===== config.mk =====
export PLATFORM = sky130hd
export DESIGN_NAME = n_queens_backtrack_search_top
export DESIGN_NICKNAME = d
export VERILOG_FILES = /design/src/rtl/core/nq_pkg.sv /design/src/rtl/core/nq_cell.sv /design/src/rtl/core/nq_ctrl.sv /design/src/rtl/core/n_queens_backtrack_search_top.sv
export VERILOG_INCLUDE_DIRS = /design/src /design/src/rtl/core
export SDC_FILE = /design/constraint.sdc
export NUM_CORES = 1
export LEC_CHECK = 0
export BUFFER_PORTS_ARGS = -buffer_cell sky130_fd_sc_hd__buf_2
export CORE_MARGIN = 2
export CORE_UTILIZATION = 60
export DETAILED_ROUTE_END_ITERATION = 8
export GPL_ROUTABILITY_DRIVEN = 0
export GPL_TIMING_DRIVEN = 0
export PLACE_DENSITY = 0.78
export SYNTH_ARGS = -nofsm -noshare
export SYNTH_HDL_FRONTEND = slang
export SYNTH_SLANG_ARGS = --single-unit

===== constraint.sdc =====
create_clock -name clk -period 6.2 [get_ports clk]
set_input_delay 0.31 -clock clk [delete_from_list [all_inputs] [get_ports clk]]
set_output_delay 0.31 -clock clk [all_outputs]
set_load 0.005 [all_outputs]

===== src/rtl/core/n_queens_backtrack_search_top_defines.svh =====
// ----------------------------------------------------------------------------
// N-queens search assertion macros
// Shared concurrent assertion wrappers, empty for synthesis.
// ----------------------------------------------------------------------------
`ifndef N_QUEENS_BACKTRACK_SEARCH_TOP_DEFINES_SVH
`define N_QUEENS_BACKTRACK_SEARCH_TOP_DEFINES_SVH

`ifndef SYNTHESIS
`define NQ_CHECK(lbl, prop, msg) \
    lbl: assert property (@(posedge clk) disable iff (!rst_n) prop) else $error(msg);
`define NQ_NEVER(lbl, cond, msg) \
    `NQ_CHECK(lbl, !(cond), msg)
`else
`define NQ_CHECK(lbl, prop, msg)
`define NQ_NEVER(lbl, cond, msg)
`endif

`endif


===== src/rtl/core/nq_pkg.sv =====
// ----------------------------------------------------------------------------
// N-queens search package
// Sizes, shared types and helper functions of the row-cell search chain.
// ----------------------------------------------------------------------------
package nq_pkg;

    localparam int MAX_SIZE = 8;
    localparam int COL_W    = 3;
    localparam int SIZE_W   = 4;
    localparam int ROW_W    = 4;
    localparam int CNT_W    = 6;
    localparam int PLACE_W  = MAX_SIZE * COL_W;
    localparam int MAX_SOL  = 18;

    typedef logic [MAX_SIZE-1:0] mask_t;

    typedef struct packed {
        mask_t cols;
        mask_t ld;
        mask_t rd;
    } mask_set_t;

    typedef struct packed {
        logic load;
        logic place;
    } cell_ctl_t;

    typedef struct packed {
        logic             seed_start;
        logic             place;
        logic [ROW_W-1:0] row;
    } ctrl_out_t;

    typedef struct packed {
        logic             sol;
        logic             fin;
        logic             bad;
        logic [CNT_W-1:0] count;
    } event_t;

    function automatic logic [COL_W-1:0] col_index(input mask_t q);
        logic [COL_W-1:0] idx;
        idx = '0;
        for (int i = 0; i < MAX_SIZE; i++) begin
            if (q[i]) begin
                idx = COL_W'(i);
            end
        end
        return idx;
    endfunction

    function automatic mask_t size_mask(input logic [SIZE_W-1:0] n);
        mask_t m;
        for (int i = 0; i < MAX_SIZE; i++) begin
            m[i] = (SIZE_W'(i) < n);
        end
        return m;
    endfunction

endpackage


===== src/rtl/core/nq_cell.sv =====
// ----------------------------------------------------------------------------
// N-queens row cell
// Holds one row's attack masks, remaining candidates and placed queen;
// hands the updated masks to the next row.
// ----------------------------------------------------------------------------
module nq_cell (
    input  logic              clk,
    input  logic              rst_n,
    input  nq_pkg::cell_ctl_t ctl,
    input  nq_pkg::mask_set_t in_masks,
    input  nq_pkg::mask_t     seed,
    output nq_pkg::mask_set_t out_masks,
    output logic              rem_any,
    output logic [nq_pkg::COL_W-1:0] col
);
    import nq_pkg::*;

    mask_t cols_reg, ld_reg, rd_reg;
    mask_t rem_reg, rem_next;
    mask_t q_reg, q_next;
    mask_t pick;

    // lowest remaining column
    assign pick = rem_reg & (~rem_reg + mask_t'(1));

    always_comb
    begin
        rem_next = rem_reg;
        q_next   = q_reg;
        priority if (ctl.load)
        begin
            rem_next = seed;
        end
        else if (ctl.place)
        begin
            rem_next = rem_reg & ~pick;
            q_next   = pick;
        end
    end

    always_ff @(posedge clk or negedge rst_n)
    begin
        if (!rst_n)
        begin
            rem_reg <= '0;
            q_reg   <= '0;
        end
        else
        begin
            rem_reg <= rem_next;
            q_reg   <= q_next;
        end
    end

    always_ff @(posedge clk)
    begin
        if (ctl.load)
        begin
            cols_reg <= in_masks.cols;
            ld_reg   <= in_masks.ld;
            rd_reg   <= in_masks.rd;
        end
    end

    assign out_masks.cols = cols_reg | pick;
    assign out_masks.ld   = (ld_reg | pick) << 1;
    assign out_masks.rd   = (rd_reg | pick) >> 1;
    assign rem_any        = |rem_reg;
    assign col            = col_index(q_reg);

endmodule


===== src/rtl/core/nq_ctrl.sv =====
// ----------------------------------------------------------------------------
// N-queens search controller
// Row pointer and solution counter; steps the cell chain one node per cycle.
// ----------------------------------------------------------------------------
`include "n_queens_backtrack_search_top_defines.svh"

module nq_ctrl (
    input  logic                      clk,
    input  logic                      rst_n,
    input  logic                      start,
    input  logic [nq_pkg::COL_W-1:0]  first_column,
    input  logic [nq_pkg::SIZE_W-1:0] n_eff,
    input  logic                      cand,
    output logic                      busy,
    output nq_pkg::ctrl_out_t         ctl,
    output nq_pkg::event_t            ev
);
    import nq_pkg::*;

    typedef enum logic {ST_IDLE, ST_SEARCH} state_t;

    state_t           state_reg, state_next;
    logic [ROW_W-1:0] row_reg, row_next;
    logic [CNT_W-1:0] found_reg, found_next;
    logic             col_bad;

    assign col_bad = ({1'b0, first_column} >= n_eff);

    always_comb
    begin
        state_next     = state_reg;
        row_next       = row_reg;
        found_next     = found_reg;
        ctl.seed_start = 1'b0;
        ctl.place      = 1'b0;
        ctl.row        = row_reg;
        ev             = '0;
        unique case (state_reg)
            ST_IDLE:
            begin
                if (start)
                begin
                    if (col_bad)
                    begin
                        ev.fin = 1'b1;
                        ev.bad = 1'b1;
                    end
                    else
                    begin
                        ctl.seed_start = 1'b1;
                        row_next       = '0;
                        found_next     = '0;
                        state_next     = ST_SEARCH;
                    end
                end
            end
            ST_SEARCH:
            begin
                priority if (row_reg == n_eff)
                begin
                    ev.sol     = (found_reg < CNT_W'(MAX_SOL));
                    found_next = found_reg + CNT_W'(1);
                    row_next   = row_reg - ROW_W'(1);
                end
                else if (cand)
                begin
                    ctl.place = 1'b1;
                    row_next  = row_reg + ROW_W'(1);
                end
                else if (row_reg == '0)
                begin
                    ev.fin     = 1'b1;
                    ev.count   = found_reg;
                    state_next = ST_IDLE;
                end
                else
                begin
                    row_next = row_reg - ROW_W'(1);
                end
            end
            default:
            begin
                state_next = ST_IDLE;
            end
        endcase
    end

    always_ff @(posedge clk or negedge rst_n)
    begin
        if (!rst_n)
        begin
            state_reg <= ST_IDLE;
            row_reg   <= '0;
            found_reg <= '0;
        end
        else
        begin
            state_reg <= state_next;
            row_reg   <= row_next;
            found_reg <= found_next;
        end
    end

    assign busy = (state_reg != ST_IDLE);

    `NQ_NEVER(a_row_in_board, busy && (row_reg > n_eff), "row pointer beyond board")
    `NQ_CHECK(a_fin_idle, ev.fin |=> !busy, "busy after closing item")
    `NQ_CHECK(a_start_search, (start && !busy && !col_bad) |=> (busy && row_reg == '0), "search did not start at row zero")
    `NQ_CHECK(a_sol_back, (busy && row_reg == n_eff) |=> (row_reg == $past(row_reg) - ROW_W'(1)), "no backtrack after solution")

endmodule


===== src/rtl/core/n_queens_backtrack_search_top.sv =====
// ----------------------------------------------------------------------------
// N-queens backtracking search
// Depth-first search of all placements with a fixed queen in row zero.
// ----------------------------------------------------------------------------
// A run starts at an edge with start high and busy low. Busy then stays high
// while the search places each queen, lifts it again or reports the board it
// completes, and finally gives the closing item. Results are registered, so
// each is on the ports in the cycle after the one that found it; the closing
// item shows in the first cycle with busy low. A column off the board gives
// only the closing item, in the cycle after the accepting edge, and busy
// stays low. The first 18 solutions and the closing item appear on the
// result ports for exactly one cycle with result_valid high; the receiver
// cannot stall the block.
module n_queens_backtrack_search_top (
    input  logic                       clk,
    input  logic                       rst_n,
    input  logic                       cfg_we,
    input  logic [nq_pkg::SIZE_W-1:0]  cfg_data,
    input  logic                       start,
    output logic                       busy,
    input  logic [nq_pkg::COL_W-1:0]   first_column,
    output logic                       result_valid,
    output logic [nq_pkg::PLACE_W-1:0] placement,
    output logic [nq_pkg::CNT_W-1:0]   solution_count,
    output logic                       is_final,
    output logic                       bad_column
);
    import nq_pkg::*;

    logic [SIZE_W-1:0] board_size_reg;
    logic [SIZE_W-1:0] n_eff;
    mask_t             bmask;
    logic              cand;
    ctrl_out_t         ctl;
    event_t            ev;

    cell_ctl_t        cell_ctl [MAX_SIZE];
    mask_set_t        cell_in  [MAX_SIZE];
    mask_set_t        cell_out [MAX_SIZE];
    mask_t            cell_seed[MAX_SIZE];
    logic [MAX_SIZE-1:0] rem_any;
    logic [COL_W-1:0] cell_col [MAX_SIZE];
    logic [PLACE_W-1:0] board_bits;

    logic               valid_reg;
    logic [PLACE_W-1:0] placement_reg;
    logic [CNT_W-1:0]   count_reg;
    logic               final_reg;
    logic               bad_reg;

    always_ff @(posedge clk or negedge rst_n)
    begin
        if (!rst_n)
        begin
            board_size_reg <= SIZE_W'(MAX_SIZE);
        end
        else if (cfg_we)
        begin
            board_size_reg <= cfg_data;
        end
    end

    assign n_eff = (board_size_reg > SIZE_W'(MAX_SIZE)) ? SIZE_W'(MAX_SIZE) : board_size_reg;
    assign bmask = size_mask(n_eff);
    assign cand  = rem_any[ctl.row[COL_W-1:0]];

    nq_ctrl u_ctrl (
        .clk          (clk),
        .rst_n        (rst_n),
        .start        (start),
        .first_column (first_column),
        .n_eff        (n_eff),
        .cand         (cand),
        .busy         (busy),
        .ctl          (ctl),
        .ev           (ev)
    );

    for (genvar r = 0; r < MAX_SIZE; r++)
    begin : g_row
        if (r == 0)
        begin : g_first
            assign cell_in[r]      = '0;
            assign cell_seed[r]    = mask_t'(1) << first_column;
            assign cell_ctl[r].load = ctl.seed_start;
        end
        else
        begin : g_rest
            assign cell_in[r]   = cell_out[r-1];
            assign cell_seed[r] = ~(cell_out[r-1].cols | cell_out[r-1].ld
                                    | cell_out[r-1].rd) & bmask;
            assign cell_ctl[r].load = ctl.place && (ctl.row == ROW_W'(r - 1));
        end
        assign cell_ctl[r].place = ctl.place && (ctl.row == ROW_W'(r));

        nq_cell u_cell (
            .clk       (clk),
            .rst_n     (rst_n),
            .ctl       (cell_ctl[r]),
            .in_masks  (cell_in[r]),
            .seed      (cell_seed[r]),
            .out_masks (cell_out[r]),
            .rem_any   (rem_any[r]),
            .col       (cell_col[r])
        );

        assign board_bits[r*COL_W +: COL_W] = bmask[r] ? cell_col[r] : '0;
    end

    always_ff @(posedge clk or negedge rst_n)
    begin
        if (!rst_n)
        begin
            valid_reg <= 1'b0;
        end
        else
        begin
            valid_reg <= ev.sol | ev.fin;
        end
    end

    always_ff @(posedge clk)
    begin
        placement_reg <= ev.sol ? board_bits : '0;
        count_reg     <= ev.count;
        final_reg     <= ev.fin;
        bad_reg       <= ev.bad;
    end

    assign result_valid   = valid_reg;
    assign placement      = placement_reg;
    assign solution_count = count_reg;
    assign is_final       = final_reg;
    assign bad_column     = bad_reg;

endmodule

# Word level (Yosys, flattened, before mapping)

Index checks and enable logic that the tools add are counted.

Magnitude comparators: 12
Bitwise operators: 90
Add/subtract/negate cells: 11
Equal/unequal tests: 12
Reductions and logical operators: 45
Mux-type cells: 103
Shift operators: 1

Operators with widths:

| cell                | number |
|---|---|
| $and 8x8->8         | 23 |
| $not 8->8           | 23 |
| $mux 8              | 16 |
| $or 8x8->8          | 13 |
| $mux 3              | 32 |
| $add 8x1->8 const B | 8 |
| $reduce_or 8->1     | 8 |
| $or 8x7->8          | 7 |
| $or 7x8->8          | 6 |
| $or 7x7->7          | 6 |
| $mux 2              | 18 |
| $reduce_and 2->1    | 16 |
| $mux 4              | 6 |
| $mux 1              | 23 |
| $mux 6              | 3 |
| $eq 4x3->1 const B  | 4 |
| $lt 3x4->1 const A  | 4 |
| $reduce_bool 2->1   | 8 |
| $pmux 6 s2          | 1 |
| $not 1->1           | 11 |
| $eq 4x2->1 const B  | 2 |
| $logic_and 1x1->1   | 8 |
| $lt 1x4->1 const A  | 2 |
| $lt 2x4->1 const A  | 2 |
| other kinds (20)    | 24 |

Output and inout bits: 34
Flip-flop bits (word level): 302
Word-level logic and storage cells: 324
Input bits: 11

# Longest topological paths before layout

Gate-level depths: netlist of run 1.

Depth after elaboration: 9
Mapped depth: 12
Gate-level depth less buffers: 8

# Cells and area by module

Synthesis of run 1 repeated with hierarchy kept, for this count alone.

Cells, all modules: 1296
Area, all modules: 15132.0 um2

Modules (own cells, without submodules):

| module                        | times used | seq. area each (um2) | cells an instance | area each (um2) |
|---|---|---|---|---|
| nq_cell                       | 8          | 1036.0               | 128               | 1566.5 |
| n_queens_backtrack_search_top | 1          | 767.0                | 177               | 1717.9 |
| nq_ctrl                       | 1          | 275.3                | 95                | 882.1 |

# Worst setup path before layout of run 1

OpenSTA, ideal clock, no wires.

Kind: reg2reg
Start: reg g_row[4].u_cell.rem_reg[0]
End: reg g_row[5].u_cell.cols_reg[0], enable pin
Stages on the path, launching flop included: 9
Buffers on the path: 3
Period minus slack after synthesis: 3.038 ns
Setup time: 0.339 ns
Data required time: 5.861 ns
Data arrival time: 2.699 ns
Path slack: 3.162 ns
Path through: dfrtp_1 -> buf_6 -> or4_1 -> buf_2 -> or4_4 -> a32o_1 -> nand4_1 -> clkbuf_1 -> inv_1

RTL lines:

| element                  | RTL line      | source |
|---|---|---|
| start: declaration       | nq_cell.sv:19 | `mask_t rem_reg, rem_next;` |
| start signal: assignment | nq_cell.sv:50 | `rem_reg <= rem_next;` |
| end signal: assignment   | nq_cell.sv:59 | `cols_reg <= in_masks.cols;` |
| end: declaration         | nq_cell.sv:18 | `mask_t cols_reg, ld_reg, rd_reg;` |

==> summary.md, run 1 <==
| Metric | Value |
|---|---|
| Register share of total power | 40.4% |
| DP Wirelength | 20.67 mm |
| Post-synthesis simple-gate area fraction | 18.95% |
| Via count | 9,107 |
| PwrDens | 485.2 nW/µm² |
| Top cells by area, synth | dfrtp_1, edfxtp_1, dfxtp_1, nand2b_1, o21ai_0 |
| Internal power | 4.220 mW |
| Post-Synthesis Cell Area | 12,270 µm² |
| Final Slew Violations | 0 |
| FF+latch area | 7288 µm² |
| CTS Sinks | 276 |
| Clock power frac | 25.0% |
| Final hold slack | 16.43 ps |
| Yosys cell types | 61 |
| Detail Route Antenna Nets | 0 |
| Drt total wl | 29.47 mm |
| FMAX | 241.4 MHz |
| Synth Register Bits | 276 |
| Clock Path Buffers | 3 |
| Worst stage delay on the critical path | 760 ps |
| Post-CTS setup buffers | 0 |
| Grt ovf | 0 |
| Slowest CP cell | inv_1 |
| Min Tclk post-route | 4142 ps |
| Resized cells post-CTS | 0 |
| Buffers on Ports | 44 |
| Largest family of logic cells by synthesized area | simple AND/OR/NAND/NOR gates |
| Multiplexer area fraction after synthesis | 3.539% |
| Layout net count | 1,209 |
| Area Growth Syn to Fin | 12.94% |
| Die area | 21,600 µm² |
| Synth warn | 0 |
| Ys async rst share | 49.28% |
| Skew final | 9.865 ps |
| CTS tree | built |
| Total power | 6.722 mW |
| Final period utilization | 66.80% |
| Leakage power | 5.660 nW |
| DR DRC count | 0 |
| Rows | 52 |
| Top cell type's share of synthesized area | 27.54% |
| Per-cell routed wire length | 19.90 µm |
| Avg Cell Area, Syn | 11.07 µm² |
| Global Route Usage Sum | 27.72% |
| HP Class | in -> reg |
| Switching part of the total | 37.22% |
| Syn_nets | 1,128 |
| Mapped Cells | 1,108 |
| Worst EP arrival | 4560 ps |
| Starting density of the core | 60.82% |
| Commonest non-fill, non-tap cell in the layout | dfrtp_1 |
| Reg clk slew, reported paths | 60 ps |
| Worst IR drop on VDD | 320.8 µV |
| Worst path cell trace | clkbuf_1 > nor3_1 > a32o_1 > o22ai_1 > nand3_1 > inv_1 > nand2_2 > mux2_2 |
| Setup TNS | 0 ps |
| ANT cells | 0 |
| Largest net degree at the start of global routing | 87 |
| Run status | finished, final reports clean |
| Multi-input gate area | 4599 µm² |
| Num CTS Buffers | 29 |
| Worst-margin pin slew | 1102 ps |
| Core Box Area | 20,170 µm² |
| Net load switching power | 2.502 mW |
| Root Buffer | clkbuf_16 |
| Global-route wire length before repair | 47.20 mm |
| CP Launch Type | register |
| Number of fill cells | 1,514 |
| Commonest non-fill, non-tap cells in the layout | dfrtp_1, edfxtp_1, nand2_1 |
| Final worst slack | 2058 ps |
| Post-synthesis sequential area ratio | 59.41% |
| Setup Viol. Count Final | 0 |
| Max-cap violations | 0 |
| Max reg flops | 64 |
| Critical path capture point type | register |
| Worst slack, placed | 2197 ps |
| Critical Path RT | 6620 ps |
| Vias in the first global route | 8,765 |
| Layout cell share with drive strength beyond 1 | 15.03% |
| Die Y | 147.0 µm |
| Compound-gate portion of the synthesized area | 13.55% |
| Xor/xnor share of the synthesized area | 0.4998% |
| Initial antenna violation count | 0 |
| RSZ-0062 raised after global routing | false |
| CP Class | reg -> reg |
| Vias/cell | 6.149 |
| Number of synthesized flops with an enable pin | 108 |
| Die W | 147.0 µm |
| CTS H-Tree Depth | 1 |
| Max transition margin | 25.47% |
| Clock Latency Late Sink | 540 ps |
| Ys flop type | dfrtp_1 |
| Hold buffers post-CTS | 4 |
| Drt pass-1 iters | 5 |
| Final hold violations | 0 |
| I/O pin cnt | 45 |
| 1st-iter DRT viols | 678 |
| Critical path fanouts, max | 22 |
| Synth area leader | dfrtp_1 |
| Post-Synth Adder-Cell Area | 0.9180% |
| Part of the power in combinational logic | 34.6% |
==> layer usage <==
metal | wire, µm | GRT usage, % | vias up
li1 | - | - | 4245
met1 | 12040 | 36.63 | 4423
met2 | 14600 | 47.49 | 363
met3 | 1769 | 4.006 | 76
met4 | 1053 | 9.663 | 0
met5 | 0 | 0 | -
==> final timing paths <==
| check | from | endpoint | cells after the start | slack (ps) |
|---|---|---|---|---|
| worst max register to register | u_ctrl.row_reg[0] | g_row[1].u_cell.q_reg[7] | 8 | 2060 |
| max in group asynchronous | rst_n | g_row[2].u_cell.rem_reg[0] | 3 | 5050 |
| worst max-delay path | u_ctrl.row_reg[0] | g_row[1].u_cell.q_reg[7] | 8 | 2060 |
| min in group asynchronous | rst_n | g_row[7].u_cell.q_reg[2] | 2 | 280 |
| worst min-delay path | cfg_data[1] | board_size_reg[1] | 2 | 20 |
| worst min register to register | g_row[3].u_cell.rem_reg[0] | g_row[4].u_cell.ld_reg[1] | 0 | 450 |
==> power by group through the flow <==
stage	logic (mW)	clock network, mW	registers [mW]
after floorplan	1.70	0	2.62
after global placement	2.20	0	2.71
after detailed placement	2.27	0	2.73
after CTS	2.30	1.70	2.70
after global routing	2.57	1.78	2.76
final	2.33	1.68	2.71
==> kinds of logic (layout without fill, tap and decap cells) <==
family,Yosys count,in the layout
buffers and inverters,97,200
muxes,40,40
xor gates and xnor gates,7,7
AOI/OAI and AO/OA,251,251
adders and majority gates,9,9
and+or+nand+nor,428,428
DFF,276,276
==> through the flow <==
step           area, µm²  utilization [%]  instances
2_1_floorplan      12270                -       1108
3_5_place_dp       12870            63.83       1424
3_3_place_gp       12820            63.59       1422
5_1_grt            13850            68.69       1481
4_1_cts            13850            68.69       1481
6_report           13850            68.69       1481
==> area by class of cell <==
| type | instances | share of cell area [%] |
|---|---|---|
| Buffer | 50 | 1.499 |
| Timing Repair Buffer | 50 | 2.204 |
| Clock inverter | 6 | 0.2348 |
| Inverter | 47 | 1.273 |
| Sequential cell | 276 | 52.61 |
| Tap cell | 270 | 2.438 |
| Multi-Input combinational cell | 735 | 33.20 |
| Clock buffer | 47 | 6.547 |
==> synth_stat cells (4+ instances only) <==
library cell and number:
a21oi_1 46, a31o_2 4, and2_1 12, and3_1 6, buf_2 9, clkbuf_1 39, dfrtp_1 135, dfxtp_1 32
edfxtp_1 108, ha_1 9, inv_1 47, mux2_2 27, mux2i_1 13, nand2_1 82, nand2b_1 68, nand3_1 22
nand3b_1 7, nand4_1 5, nand4b_1 4, nor2_1 70, nor2b_1 6, nor3_1 28, nor3b_1 11, nor4_1 16
o211ai_1 25, o21ai_0 77, o21bai_1 9, o22ai_1 7, o311ai_0 16, o31ai_1 21, o41ai_1 21, or2_2 41
or3_1 23, or4_1 15, xnor2_1 4
==> critical path: cells and delay by family (launching register included) <==
kind	cells	cell delay, ps
muxes	1	360
DFF	1	580
buffers and inverters	2	1250
and+or+nand+nor	3	840
AOI/OAI and AO/OA	2	970
No activity file was read; power rests on OpenSTA's default activity.
==> run 2: changes to the inputs <==
--- a/config.mk
+++ b/config.mk
@@ -6,13 +6,14 @@
 export SDC_FILE = /design/constraint.sdc
 export NUM_CORES = 1
 export LEC_CHECK = 0
+export ABC_AREA = 1
 export BUFFER_PORTS_ARGS = -buffer_cell sky130_fd_sc_hd__buf_2
 export CORE_MARGIN = 2
-export CORE_UTILIZATION = 60
+export CORE_UTILIZATION = 56
 export DETAILED_ROUTE_END_ITERATION = 8
 export GPL_ROUTABILITY_DRIVEN = 0
 export GPL_TIMING_DRIVEN = 0
-export PLACE_DENSITY = 0.78
+export PLACE_DENSITY = 0.76
 export SYNTH_ARGS = -nofsm -noshare
 export SYNTH_HDL_FRONTEND = slang
 export SYNTH_SLANG_ARGS = --single-unit
==> constraint.sdc (replaced) <==
create_clock -name clk -period 3.5 [get_ports clk]
set_input_delay 0.175 -clock clk [delete_from_list [all_inputs] [get_ports clk]]
set_output_delay 0.175 -clock clk [all_outputs]
set_load 0.005 [all_outputs]
==> run 2 against run 1 <==
Combinational power is 100% higher. Largest cell class unchanged. Total power is 88% higher. Highest routed layer unchanged. Sequential cell count stayed put.
==> summary.md, run 2 <==
| Metric | Value |
|---|---|
| Worst IR drop on VDD | 481.0 µV (+50%) |
| Clock Path Buffers | 3 (unchanged) |
| Rows | 55 (+5.8%) |
| Die Y | 155.7 µm (+5.9%) |
| Post-synthesis sequential area ratio | 56.57% (-2.8 points) |
| Commonest cells post-synth | nand2_1, inv_1, nand3_1, dfrtp_1, nor2_1 |
| RSZ-0062 raised after global routing | false |
| FMAX | 323.4 MHz (+34%) |
| Yosys cell types | 44 (-28%) |
| Per-cell routed wire length | 16.63 µm (-16%) |
| Synth area leader | dfrtp_1 |
| Final period utilization | 88.35% (+22 points) |
| CP Class | reg -> reg |
| Setup Viol. Count Final | 0 (unchanged) |
| Layout net count | 1,585 (+31%) |
| Worst EP arrival | 3570 ps (-990 ps) |
| CP Launch Type | register |
| PwrDens | 859.8 nW/µm² (+77%) |
| Ys flop type | dfrtp_1 |
| Final Slew Violations | 0 (unchanged) |
| Vias/cell | 5.461 (-11%) |
| Worst stage delay on the critical path | 460 ps (-300 ps) |
| Die W | 155.7 µm (+5.9%) |
| Commonest non-fill, non-tap cells in the layout | nand2_1, inv_1, nand3_1 |
| Hold buffers post-CTS | 16 (+12) |
| Buffers on Ports | 44 (unchanged) |
| Max reg flops | 64 (unchanged) |
| CTS H-Tree Depth | 1 (unchanged) |
| Leakage power | 6.889 nW (+22%) |
| Min Tclk post-route | 3092 ps (-1049 ps) |
| Critical path fanouts, max | 29 (+32%) |
| Skew final | 18.98 ps (+9.118 ps) |
| Count leader, synth | nand2_1 |
| Drt pass-1 iters | 7 (+2) |
| Num CTS Buffers | 30 (+3.4%) |
| Worst-margin pin slew | 1385 ps (+283.1 ps) |
| Initial antenna violation count | 0 (unchanged) |
| Crit path max-delay family | simple AND/OR/NAND/NOR gates |
| Slowest CP cell | buf_2 |
| Via count | 10.23k (+12%) |
| Commonest non-fill, non-tap cell in the layout | nand2_1 |
| Run status | finished, final reports clean |
| DP Wirelength | 22.62 mm (+9.5%) |
| Max-cap violations | 0 (unchanged) |
| Setup TNS | 0 ps (unchanged) |
| Non-filler cells in the finished layout | 1,874 (+27%) |
| Mapped Cells | 1,472 (+33%) |
| Total power | 12.61 mW (+88%) |
| 1st-iter DRT viols | 890 (+31%) |
| Die area | 24,240 µm² (+12%) |
| Final hold violations | 0 (unchanged) |
| Global-route wire length before repair | 49.45 mm (+4.8%) |
| Root Buffer | clkbuf_16 |
| I/O pin cnt | 45 (unchanged) |
| HP Class | in -> reg |
| Vias in the first global route | 9,802 (+12%) |
| ANT cells | 0 (unchanged) |
| Top cell type's share of synthesized area | 26.22% (-1.3 points) |
| Resized cells post-CTS | 0 (unchanged) |
| DR DRC count | 0 (unchanged) |
| Avg Cell Area, Syn | 8.752 µm² (-21%) |
| Drt total wl | 31.17 mm (+5.8%) |
| Clock Latency Late Sink | 550 ps (about the same) |
| Global Route Usage Sum | 25.96% (-1.8 points) |
| Largest net degree at the start of global routing | 87 (unchanged) |
| Post-Synthesis Cell Area | 12,880 µm² (+5.0%) |
| Crit path top cell by count | nand3_1 |
| Critical Path RT | 3980 ps (-2640 ps) |
| Area Growth Syn to Fin | 13.85% |
| CTS tree | built |
| Synth Register Bits | 276 (unchanged) |
| Syn_nets | 1,492 (+32%) |
| Post-CTS setup buffers | 0 (unchanged) |
| Grt ovf | 0 (unchanged) |
| Max transition margin | 7.131% (-18 points) |
| Number of synthesized flops with an enable pin | 108 (unchanged) |
| Worst path cell trace | buf_2 > inv_1 > nor3_1 > nand2_1 > nand3_1 > nand3_1 > nand2_4 > nor2_8 > nand2_2 > inv_2 > buf_2 > nand3_1 > nand2_1 |
| CTS Sinks | 276 (unchanged) |
| Synth warn | 0 (unchanged) |
| Ys async rst share | 49.28% (unchanged) |
| Layout cell share with drive strength beyond 1 | 13.91% (-1.1 points) |
| Core Box Area | 22,640 µm² (+12%) |
| Critical path buffer and inverter count | 4 (+2) |
| Post-placement cell count | 1,802 (+27%) |
| Detail Route Antenna Nets | 0 (unchanged) |
| Critical path capture point type | register |
| Reg clk slew, reported paths | 60 ps (about the same) |
| Starting density of the core | 56.91% (-3.9 points) |
| Top cells by area, synth | dfrtp_1, edfxtp_1, nand2_1, nand3_1, inv_1 |
-- run 2: changes by cell type after synthesis, moves of 25 or more --
cell,previous run,this run
inv_1,47,196
nor2_1,70,115
nand2_1,82,348
nand4_1,5,44
nand3_1,22,149
nand2b_1,68,0
clkbuf_1,39,4
o211ai_1,25,0
mux2_2,27,0
-- run 2: metal layers --
layer | up-vias | global-route usage [%] | share of wire (%)
met5 | - | 0 | 0
met4 | 0 | 11.71 | 4.7
li1 | 5044 | - | -
met2 | 325 | 44.84 | 49
met3 | 87 | 3.472 | 5.0
met1 | 4778 | 32.76 | 42
-- run 2: area by class of cell --
cell class | count | area, µm²
Fill cell | 1852 | 7973
Clock buffer | 44 | 925.9
Multi-Input combinational cell | 961 | 4661
Buffer | 28 | 157.7
Tap cell | 285 | 356.6
Clock inverter | 12 | 87.58
Sequential cell | 276 | 7288
Inverter | 207 | 777.0
Timing Repair Buffer | 61 | 414.1
-- run 2: final timing paths --
kind                                          start                        to  slack [ps]  cells after the start
hold / removal                                start                bad_column          30                      5
setup reg to reg                  u_ctrl.row_reg[0]  g_row[5].u_cell.q_reg[1]         410                     13
min in group asynchronous                     rst_n  g_row[5].u_cell.q_reg[5]         160                      2
setup / recovery                  u_ctrl.row_reg[0]  g_row[5].u_cell.q_reg[1]         410                     13
max in group asynchronous                     rst_n  g_row[1].u_cell.q_reg[2]        2510                      3
hold reg to reg            g_row[1].u_cell.q_reg[1]  g_row[1].u_cell.q_reg[1]         480                      2
-- run 2: stage by stage --
| step | utilization, % | worst slack (ps) | area, µm² | hold slack, ps |
|---|---|---|---|---|
| floorplan | - | 1156 | 12880 | -120.6 |
| CTS | 64.79 | 414.4 | 14670 | 19.22 |
| detailed placement | 59.60 | 445.1 | 13490 | 159.2 |
| global route | 64.79 | 160.9 | 14670 | 59.30 |
| global placement | 59.45 | 225.1 | 13460 | 408.3 |
| finish | 64.79 | 407.6 | 14670 | 27.52 |
-- run 2: power breakdown --
part / total [mW] / switching (mW) / internal, mW
Combinational: 4.74 / 3.33 / 1.41
Clock: 3.14 / 1.25 / 1.89
Sequential: 4.73 / 0.522 / 4.21
Total: 12.6 / 5.10 / 7.51
-- run 2: tightest hold or removal path, cell delays in order --
cell	delay, ps
buf_2	80
inv_1	50
nor2_1	100
nand2_1	100
inv_1	60
-- run 2: logic make-up (layout without fill, tap and decap cells) --
group,after synthesis,after routing,synth area share [%]
AO/OA/AOI/OAI,139,139,6.080
adder cells (fa/ha/maj),9,9,0.8741
buffers and inverters,235,352,7.254
AND/OR/NAND/NOR,805,805,28.68
flip-flops,276,276,56.57
XOR/XNOR,8,8,0.5439
